## config.mk

```make
export PLATFORM = sky130hd
export DESIGN_NAME = gha_ctrl
export DESIGN_NICKNAME = d
export VERILOG_FILES = /design/src/design/gha_pkg.sv /design/src/design/gha_ctrl.sv
export SDC_FILE = /design/constraint.sdc
export NUM_CORES = 1
export LEC_CHECK = 0
export ABC_AREA = 1
export BUFFER_PORTS_ARGS = -buffer_cell sky130_fd_sc_hd__buf_4
export CORE_MARGIN = 2
export CORE_UTILIZATION = 45
export CTS_CLUSTER_DIAMETER = 150
export DETAILED_ROUTE_END_ITERATION = 12
export GPL_TIMING_DRIVEN = 0
export HOLD_SLACK_MARGIN = 0.02
export PLACE_DENSITY = 0.73
export SKIP_LAST_GASP = 1
export SYNTH_ARGS = -nofsm -noshare
export SYNTH_HDL_FRONTEND = slang
export SYNTH_SLANG_ARGS = --single-unit
```

## constraint.sdc

```tcl
create_clock -name clk_i -period 3 [get_ports clk_i]
set_input_delay 0 -clock clk_i [delete_from_list [all_inputs] [get_ports clk_i]]
set_output_delay 0 -clock clk_i [all_outputs]
set_load 0.05 [all_outputs]
```

## src/design/gha_pkg.sv

```systemverilog
// Shared types, sizes and helper functions for the generational handle allocator.
// Depends on nothing; gha_ctrl, the top level and gha_checker import it.
package gha_pkg;

  localparam int unsigned SLOT_COUNT = 4096;
  localparam int unsigned GEN_WIDTH  = 16;

  localparam int unsigned IDX_W   = $clog2(SLOT_COUNT);
  localparam int unsigned CNT_W   = $clog2(SLOT_COUNT + 1);
  localparam int unsigned FIELD_W = 16;
  localparam int unsigned CMP_W   = (CNT_W > FIELD_W) ? CNT_W : FIELD_W;

  typedef logic [GEN_WIDTH-1:0] gen_t;
  typedef logic [IDX_W-1:0]     idx_t;
  typedef logic [CNT_W-1:0]     cnt_t;

  typedef enum logic [1:0] {
    REQ_CREATE   = 2'd0,
    REQ_DESTROY  = 2'd1,
    REQ_LOOKUP   = 2'd2,
    REQ_VALIDATE = 2'd3
  } req_e;

  typedef enum logic [1:0] {
    STATUS_OK        = 2'd0,
    STATUS_EXHAUSTED = 2'd1,
    STATUS_INVALID   = 2'd2
  } status_e;

  typedef enum logic {
    ST_IDLE,
    ST_EXEC
  } state_e;

  typedef struct packed {
    req_e               req_type;
    logic [FIELD_W-1:0] slot_index;
    logic [FIELD_W-1:0] handle_generation;
  } req_t;

  typedef struct packed {
    status_e            status;
    logic [FIELD_W-1:0] result_index;
    logic [FIELD_W-1:0] result_generation;
    logic               handle_ok;
  } rsp_t;

  // One slot table entry
  typedef struct packed {
    logic alive;
    gen_t gen;
  } slot_word_t;

  // Free stack entry: slot plus the generation it got when freed
  typedef struct packed {
    idx_t slot;
    gen_t gen;
  } stack_word_t;

  typedef struct packed {
    logic       re;
    idx_t       raddr;
    logic       we;
    idx_t       waddr;
    slot_word_t wdata;
  } slot_mem_req_t;

  typedef struct packed {
    logic        re;
    idx_t        raddr;
    logic        we;
    idx_t        waddr;
    stack_word_t wdata;
  } stack_mem_req_t;

  // Low FIELD_W bits of a generation, zero-extended when narrower
  function automatic logic [FIELD_W-1:0] gen_to_field(gen_t g);
    logic [GEN_WIDTH+FIELD_W-1:0] ext;
    ext = {{FIELD_W{1'b0}}, g};
    return ext[FIELD_W-1:0];
  endfunction

  // Full-width compare of stored generation against a handle's generation
  function automatic logic gen_match(gen_t g, logic [FIELD_W-1:0] h);
    return {{FIELD_W{1'b0}}, g} == {{GEN_WIDTH{1'b0}}, h};
  endfunction

endpackage

```

## src/design/gha_ctrl.sv

```systemverilog
// Request sequencer: issues memory reads, does the read-modify-write of slot table
// and free stack, keeps the counters and the output register. Uses gha_pkg.
module gha_ctrl (
  input  logic                    clk_i,
  input  logic                    rst_ni,
  input  logic                    in_valid_i,
  output logic                    in_stall_o,
  input  gha_pkg::req_t           in_data_i,
  output logic                    out_valid_o,
  input  logic                    out_stall_i,
  output gha_pkg::rsp_t           out_data_o,
  output gha_pkg::slot_mem_req_t  slot_req_o,
  input  gha_pkg::slot_word_t     slot_rd_i,
  output gha_pkg::stack_mem_req_t stack_req_o,
  input  gha_pkg::stack_word_t    stack_rd_i
);
  import gha_pkg::*;

  state_e state_q, state_d;
  req_t   req_q;
  logic   out_valid_q, out_valid_d;
  rsp_t   out_data_q, rsp;
  cnt_t   free_depth_q, free_depth_d;
  cnt_t   next_fresh_q, next_fresh_d;
  cnt_t   depth_m1;
  logic   in_accept, fire, in_range, alive, fresh_avail;
  gen_t   gen_inc;

  assign in_accept = in_valid_i && (state_q == ST_IDLE);
  assign in_stall_o = (state_q != ST_IDLE);
  assign depth_m1 = free_depth_q - cnt_t'(1);

  // Entries at or above the high-water mark were never written: read as dead
  assign in_range    = CMP_W'(req_q.slot_index) < CMP_W'(next_fresh_q);
  assign alive       = in_range && slot_rd_i.alive;
  assign fresh_avail = next_fresh_q < cnt_t'(SLOT_COUNT);
  assign gen_inc     = slot_rd_i.gen + gen_t'(1);
  assign fire        = (state_q == ST_EXEC) && (!out_valid_q || !out_stall_i);

  always_comb begin
    state_d      = state_q;
    free_depth_d = free_depth_q;
    next_fresh_d = next_fresh_q;

    rsp.status            = STATUS_OK;
    rsp.result_index      = req_q.slot_index;
    rsp.result_generation = '0;
    rsp.handle_ok         = 1'b0;

    // Reads are launched on the accept edge; data is ready in ST_EXEC
    slot_req_o.re     = in_accept;
    slot_req_o.raddr  = in_data_i.slot_index[IDX_W-1:0];
    stack_req_o.re    = in_accept;
    stack_req_o.raddr = depth_m1[IDX_W-1:0];

    slot_req_o.we    = 1'b0;
    slot_req_o.waddr = req_q.slot_index[IDX_W-1:0];
    slot_req_o.wdata = '{alive: 1'b0, gen: gen_inc};

    stack_req_o.we    = 1'b0;
    stack_req_o.waddr = free_depth_q[IDX_W-1:0];
    stack_req_o.wdata = '{slot: req_q.slot_index[IDX_W-1:0], gen: gen_inc};

    case (req_q.req_type)
      REQ_CREATE: begin
        if (free_depth_q != '0) begin
          // pop: generation travels with the stacked slot
          rsp.result_index      = FIELD_W'(stack_rd_i.slot);
          rsp.result_generation = gen_to_field(stack_rd_i.gen);
          slot_req_o.we         = fire;
          slot_req_o.waddr      = stack_rd_i.slot;
          slot_req_o.wdata      = '{alive: 1'b1, gen: stack_rd_i.gen};
          if (fire) begin
            free_depth_d = depth_m1;
          end
        end else if (fresh_avail) begin
          rsp.result_index = FIELD_W'(next_fresh_q);
          slot_req_o.we    = fire;
          slot_req_o.waddr = next_fresh_q[IDX_W-1:0];
          slot_req_o.wdata = '{alive: 1'b1, gen: '0};
          if (fire) begin
            next_fresh_d = next_fresh_q + cnt_t'(1);
          end
        end else begin
          rsp.status       = STATUS_EXHAUSTED;
          rsp.result_index = '0;
        end
      end
      REQ_DESTROY: begin
        if (!alive) begin
          rsp.status = STATUS_INVALID;
        end else begin
          slot_req_o.we = fire;
          if (free_depth_q < cnt_t'(SLOT_COUNT)) begin
            stack_req_o.we = fire;
            if (fire) begin
              free_depth_d = free_depth_q + cnt_t'(1);
            end
          end
        end
      end
      REQ_LOOKUP, REQ_VALIDATE: begin
        if (!alive) begin
          rsp.status = STATUS_INVALID;
        end else begin
          rsp.result_generation = gen_to_field(slot_rd_i.gen);
          rsp.handle_ok = (req_q.req_type == REQ_VALIDATE) &&
                          gen_match(slot_rd_i.gen, req_q.handle_generation);
        end
      end
      default: begin
      end
    endcase

    case (state_q)
      ST_IDLE: begin
        if (in_accept) begin
          state_d = ST_EXEC;
        end
      end
      ST_EXEC: begin
        if (fire) begin
          state_d = ST_IDLE;
        end
      end
      default: state_d = ST_IDLE;
    endcase

    if (fire) begin
      out_valid_d = 1'b1;
    end else if (!out_stall_i) begin
      out_valid_d = 1'b0;
    end else begin
      out_valid_d = out_valid_q;
    end
  end

  always_ff @(posedge clk_i or negedge rst_ni) begin
    if (!rst_ni) begin
      state_q      <= ST_IDLE;
      out_valid_q  <= 1'b0;
      free_depth_q <= '0;
      next_fresh_q <= '0;
    end else begin
      state_q      <= state_d;
      out_valid_q  <= out_valid_d;
      free_depth_q <= free_depth_d;
      next_fresh_q <= next_fresh_d;
    end
  end

  always_ff @(posedge clk_i) begin
    if (in_accept) begin
      req_q <= in_data_i;
    end
    if (fire) begin
      out_data_q <= rsp;
    end
  end

  assign out_valid_o = out_valid_q;
  assign out_data_o  = out_data_q;

endmodule

```

* After elaboration in Yosys (flattened, before gate mapping)
Index checks and enable logic that the tools add are counted.
** Storage, ports and cells
- Input port bits :: 83
- Output and inout bits :: 134
- Bits in registers :: 97
- Logic and storage cells :: 74
** Cells by class
- Muxes and demuxes :: 29
- Add/sub/neg operators :: 4
- Reductions and logical operators :: 15
- Eq/ne operators :: 10
- Order comparisons :: 3
- Bitwise gates (word level) :: 2
** Operator list (number)
- 13-bit 2-to-1 mux :: 7
- 30-bit 2-to-1 mux :: 2
- 16-bit 2-to-1 mux :: 2
- 16-bit case mux with 2 select lines :: 1
- 29-bit 2-to-1 mux :: 1
- 13-bit by 1-bit adder with 13-bit output, second input constant :: 2
- 13-bit less-than comparator, second input constant :: 2
- 13-bit case mux with 2 select lines :: 1
- 17-bit 2-to-1 mux :: 1
- 16-bit by 1-bit adder with 16-bit output, second input constant :: 1
- 16-bit == test :: 1
- 16-bit by 13-bit less-than comparator with 1-bit output :: 1
- 13-bit nonzero test :: 1
- 13-bit by 1-bit subtractor with 13-bit output, second input constant :: 1
- 1-bit 2-to-1 mux :: 10
- 2-bit inequality test, second input constant :: 5
- 6-bit AND reduction :: 1
- 2-bit == test, second input constant :: 2
- 1-bit logical AND :: 4
- 1-bit case mux with 2 select lines :: 2
- 2-bit case mux with 2 select lines :: 1
- 4-bit AND reduction :: 1
- 3-bit OR reduction :: 1
- 2-bit by 1-bit == test with 1-bit output, second input constant :: 1
- 9 further kinds :: 11

* Logic depth before layout (Yosys ltp)
- Depth after elaboration :: 7
- Mapped depth :: 15
- Depth with buffers taken out :: 14

* Worst setup path after synthesis
No wires, ideal clock.
- Path kind :: reg-to-output
- Start :: register out_valid_q, in the netlist out_valid_o
- End :: output slot_req_o[29] in the netlist's numbering
- Buffers on the path :: 0
- Slack :: 0.079 ns
- Arrival :: 2.921 ns
- Data required time :: 3.000 ns
- Cell stages (with the launch flop) :: 6
- Cells stage by stage :: dfrtp_1 > nand2_1 > nand2_1 > inv_1 > o21ai_0 > o21ai_0
** RTL lines
- start, declared :: line gha_ctrl.sv:21 : logic out_valid_q, out_valid_d;
- start signal, assigned :: line gha_ctrl.sv:146 : out_valid_q <= out_valid_d;
- end, declared :: line gha_ctrl.sv:12 : output gha_pkg::slot_mem_req_t slot_req_o,

==> key figures <==
Clocking
  • CTS tree: done
  • Worst skew pair latency: roughly 0.35 ns
  • Root Buffer: clkbuf_16
  • CTS Buf Count: 9
  • Clk pin slew, worst setup/hold paths: 0.07 ns
  • CTS H-Tree Depth: 3
  • Clk sinks: 97
  • # resized after CTS: 0
  • Clock tree buffer depth: 2

Timing
  • Clk_skew: around 0.013 ns
  • Final Hold Fails: 0
  • Max-slew headroom: between 30% and 40%
  • Slew Limit Fails: 0
  • Crit share post-route: 84.74%
  • Worst-Margin Slew: 0.9373 ns
  • RSZ-0062 raised after global routing: no
  • Post-route setup slack: 0.4578 ns
  • Fmax: between 300 and 400 MHz
  • Sum Neg Setup Slack: 0 ns
  • Final setup fails: 0
  • Crit path time final: approximately 2.5 ns

Min path
  • Hold Path Depth: 5
  • Worst hold start: stack_rd_i[22]
  • Hold Path Class: in2reg

Routing
  • Routed wire length: between 15 and 20 mm
  • Routed length per instance: 16.09 um
  • Residual DRC: 0
  • First-pass iteration count of the detailed router: 5
  • Avg Vias per Cell: about 5.0
  • DR iter-0 viols: roughly 410
  • Routed Antenna Nets: 0
  • Via count: 5907

Global routing
  • First-pass GRT wire length: about 29 mm
  • Largest net degree at the start of global routing: 40
  • Initial antenna violation count: 0
  • Total Routing Usage GR: around a quarter
  • Vias in the first global route: between 5000 and 6000
  • Grt total ovfl: 0

Finish
  • Final net count: between 1000 and 1500
  • Fill cells: 1256
  • Ratio of cells with drive above 1 in the final layout: 34.44%
  • Area Growth Syn to Fin: 40.42%
  • Ant diodes: 0
  • Post-Layout Inst Area: 8806 um2

Yosys
  • Mapped Nets: between 800 and 900
  • Sequential element share of the synthesized area: around 44%
  • Synthesized cell area: 6271 um2
  • Unique masters post-synth: 39
  • Yosys warns: 0
  • Post-synthesis cell count: around 730
  • Mean Syn Cell Area: approximately 8.6 um2
  • Synthesized flop and latch total: 97

Worst setup path
  • Data arrival time of the critical path: about 2.5 ns
  • Worst setup SP type: flip-flop
  • Worst-path maximum fanout: 10
  • Crit Path Category: reg2out
  • Critical Path Source: free_depth_q[0]$_DFFE_PN0P_
  • FF-to-FF Start: next_fresh_q[5]$_DFFE_PN0P_
  • Required time worst endpoint: 3.00 ns
  • FF-to-FF path depth: 13
  • Worst setup EP type: primary output

Floorplan
  • Initial Util: between 40% and 50%
  • Die width: 122.1 um
  • CORE AREA: ~14000 um2
  • Io pins: ~220
  • Die height: about 120 um
  • Standard-cell rows: 43
  • Die area: between 10000 and 15000 um2

Placement
  • PortBufs: about 220
  • Gpl congestion: ~0.96
  • Hpwl dp: between 10 and 15 mm
  • Post-Place Setup Slack: roughly 0.71 ns
  • Placed cell area: slightly above 8000 um2

Power and ir drop
  • Pwr/cell area: 712.3 nW/um2
  • Max IR drop VDD: around 0.00084 V
  • Static Leakage: between 0.004 and 0.005 uW

Run
  • Max-capacitance violation count: 0

Outcome
  • Outcome: completed
placed cells by master (no fill, tap or decap), types with 4 or more instances in the layout:
cell	instances
o21ai_0	36
nor2_4	7
nand2_1	171
o21ai_2	20
nor2_1	31
nand3_1	55
nand4_1	21
buf_1	4
xnor2_1	6
nand2_2	7
dlygate4sd3_1	37
inv_2	7
clkbuf_1	7
buf_4	256
nor2_2	5
nor4_1	4
a21oi_1	20
xor2_1	27
nor3_1	10
edfxtp_1	69
clkbuf_16	9
dfrtp_1	28
buf_2	8
ha_1	22
nand3_2	4
o31ai_1	12
buf_6	5
inv_1	81
power by group:
group	total (uW)	internal, uW	switching (uW)
logic	3280	1040	2250
clock network	1180	648	530
registers	1810	1650	161
cell type report:
class	instances	area [um2]	share of cell area (%)
plain buffers	64	437.9	4.973
inverters	89	334.1	3.794
flip-flops and latches	97	2773	31.49
multi-input cells	477	2726	30.96
well taps	180	225.2	2.558
clock inverters	6	65.06	0.7388
repair buffers	254	2019	22.93
clock buffers	9	225.2	2.558
worst max-delay path, stage by stage, from the launching register on:
cell,delay [ns]
dfrtp_1,0.44
inv_1,0.14
ha_1,0.25
nand3_4,0.12
nor2_4,0.20
nand2_2,0.12
buf_2,0.21
o31ai_1,0.28
nand2_1,0.13
o21ai_2,0.08
buf_4,0.21
stage by stage:
stage | utilization (%) | power, uW | hold WS (ns) | instances
final | 64.19 | 6272 | 0.07997 | 1176
after detailed placement | 59.37 | 5076 | -0.04680 | 1124
after CTS | 64.19 | 6294 | 0.05459 | 1176
after global routing | 64.19 | 6592 | 0.07937 | 1176
after global placement | 59.17 | 5049 | -0.04831 | 1123
after floorplan | - | 4148 | -0.2956 | 727
per-layer routing:
metal  vias up  global-route usage, %  share of wire (%)
li1       2902                      -                  -
met1      2737                  31.32                 41
met2       234                  42.84                 49
met3        34                  5.056                7.0
met4         0                  9.770                2.6
met5         -                      0                  0
flip-flops by register name, summed over array words and instances (netlist names):
register / cells
out_data_o: 35
free_depth_q: 13
req_q: 22
out_valid_o: 1
in_stall_o: 1
stack_req_o: 12
next_fresh_q: 13
repair_timing:
action | in CTS | in global routing
hold buffers | 37 | 0
buffers inserted | 0 | 0
hold endpoints to repair | 64 | 0
worst paths after layout:
check	to	slack (ns)
setup / recovery	slot_req_o[25]	0.46
min in group asynchronous	free_depth_q[1]$_DFFE_PN0P_	0.12
hold / removal	out_data_o[23]$_DFFE_PP_	0.08
setup reg to reg	free_depth_q[5]$_DFFE_PN0P_	0.67
hold reg to reg	next_fresh_q[6]$_DFFE_PN0P_	0.50
max in group asynchronous	free_depth_q[12]$_DFFE_PN0P_	2.59
logic make-up after synthesis:
logic type | count (synthesis) | share of synthesized area (%)
adders and majority gates | 22 | 4.389
DFF | 97 | 44.21
xor gates and xnor gates | 34 | 4.868
and+or+nand+nor | 324 | 24.46
AOI/OAI and AO/OA | 97 | 9.757
buffers and inverters | 153 | 12.31
synth_stat cells, drive strengths merged:
cell type | instances | area share (%)
o21ai | 57 | 5.7
o211ai | 1 | 0.12
or2 | 3 | 0.30
a21oi | 20 | 1.6
o2111ai | 2 | 0.28
nand3 | 62 | 5.9
edfxtp | 69 | 33
nand2 | 180 | 11
dfrtp | 28 | 11
nand4 | 21 | 2.1
and2 | 1 | 0.10
xor2 | 28 | 4.0
nor2 | 43 | 3.6
nor4 | 4 | 0.40
clkbuf | 7 | 0.42
buf | 57 | 6.6
clkinv | 1 | 0.060
xnor2 | 6 | 0.84
a21boi | 1 | 0.12
o31ai | 12 | 1.4
nor3 | 10 | 0.80
ha | 22 | 4.4
o22ai | 2 | 0.20
inv | 88 | 5.3
o21bai | 1 | 0.12
a221oi | 1 | 0.14
Power figures use the tool's default switching activity.
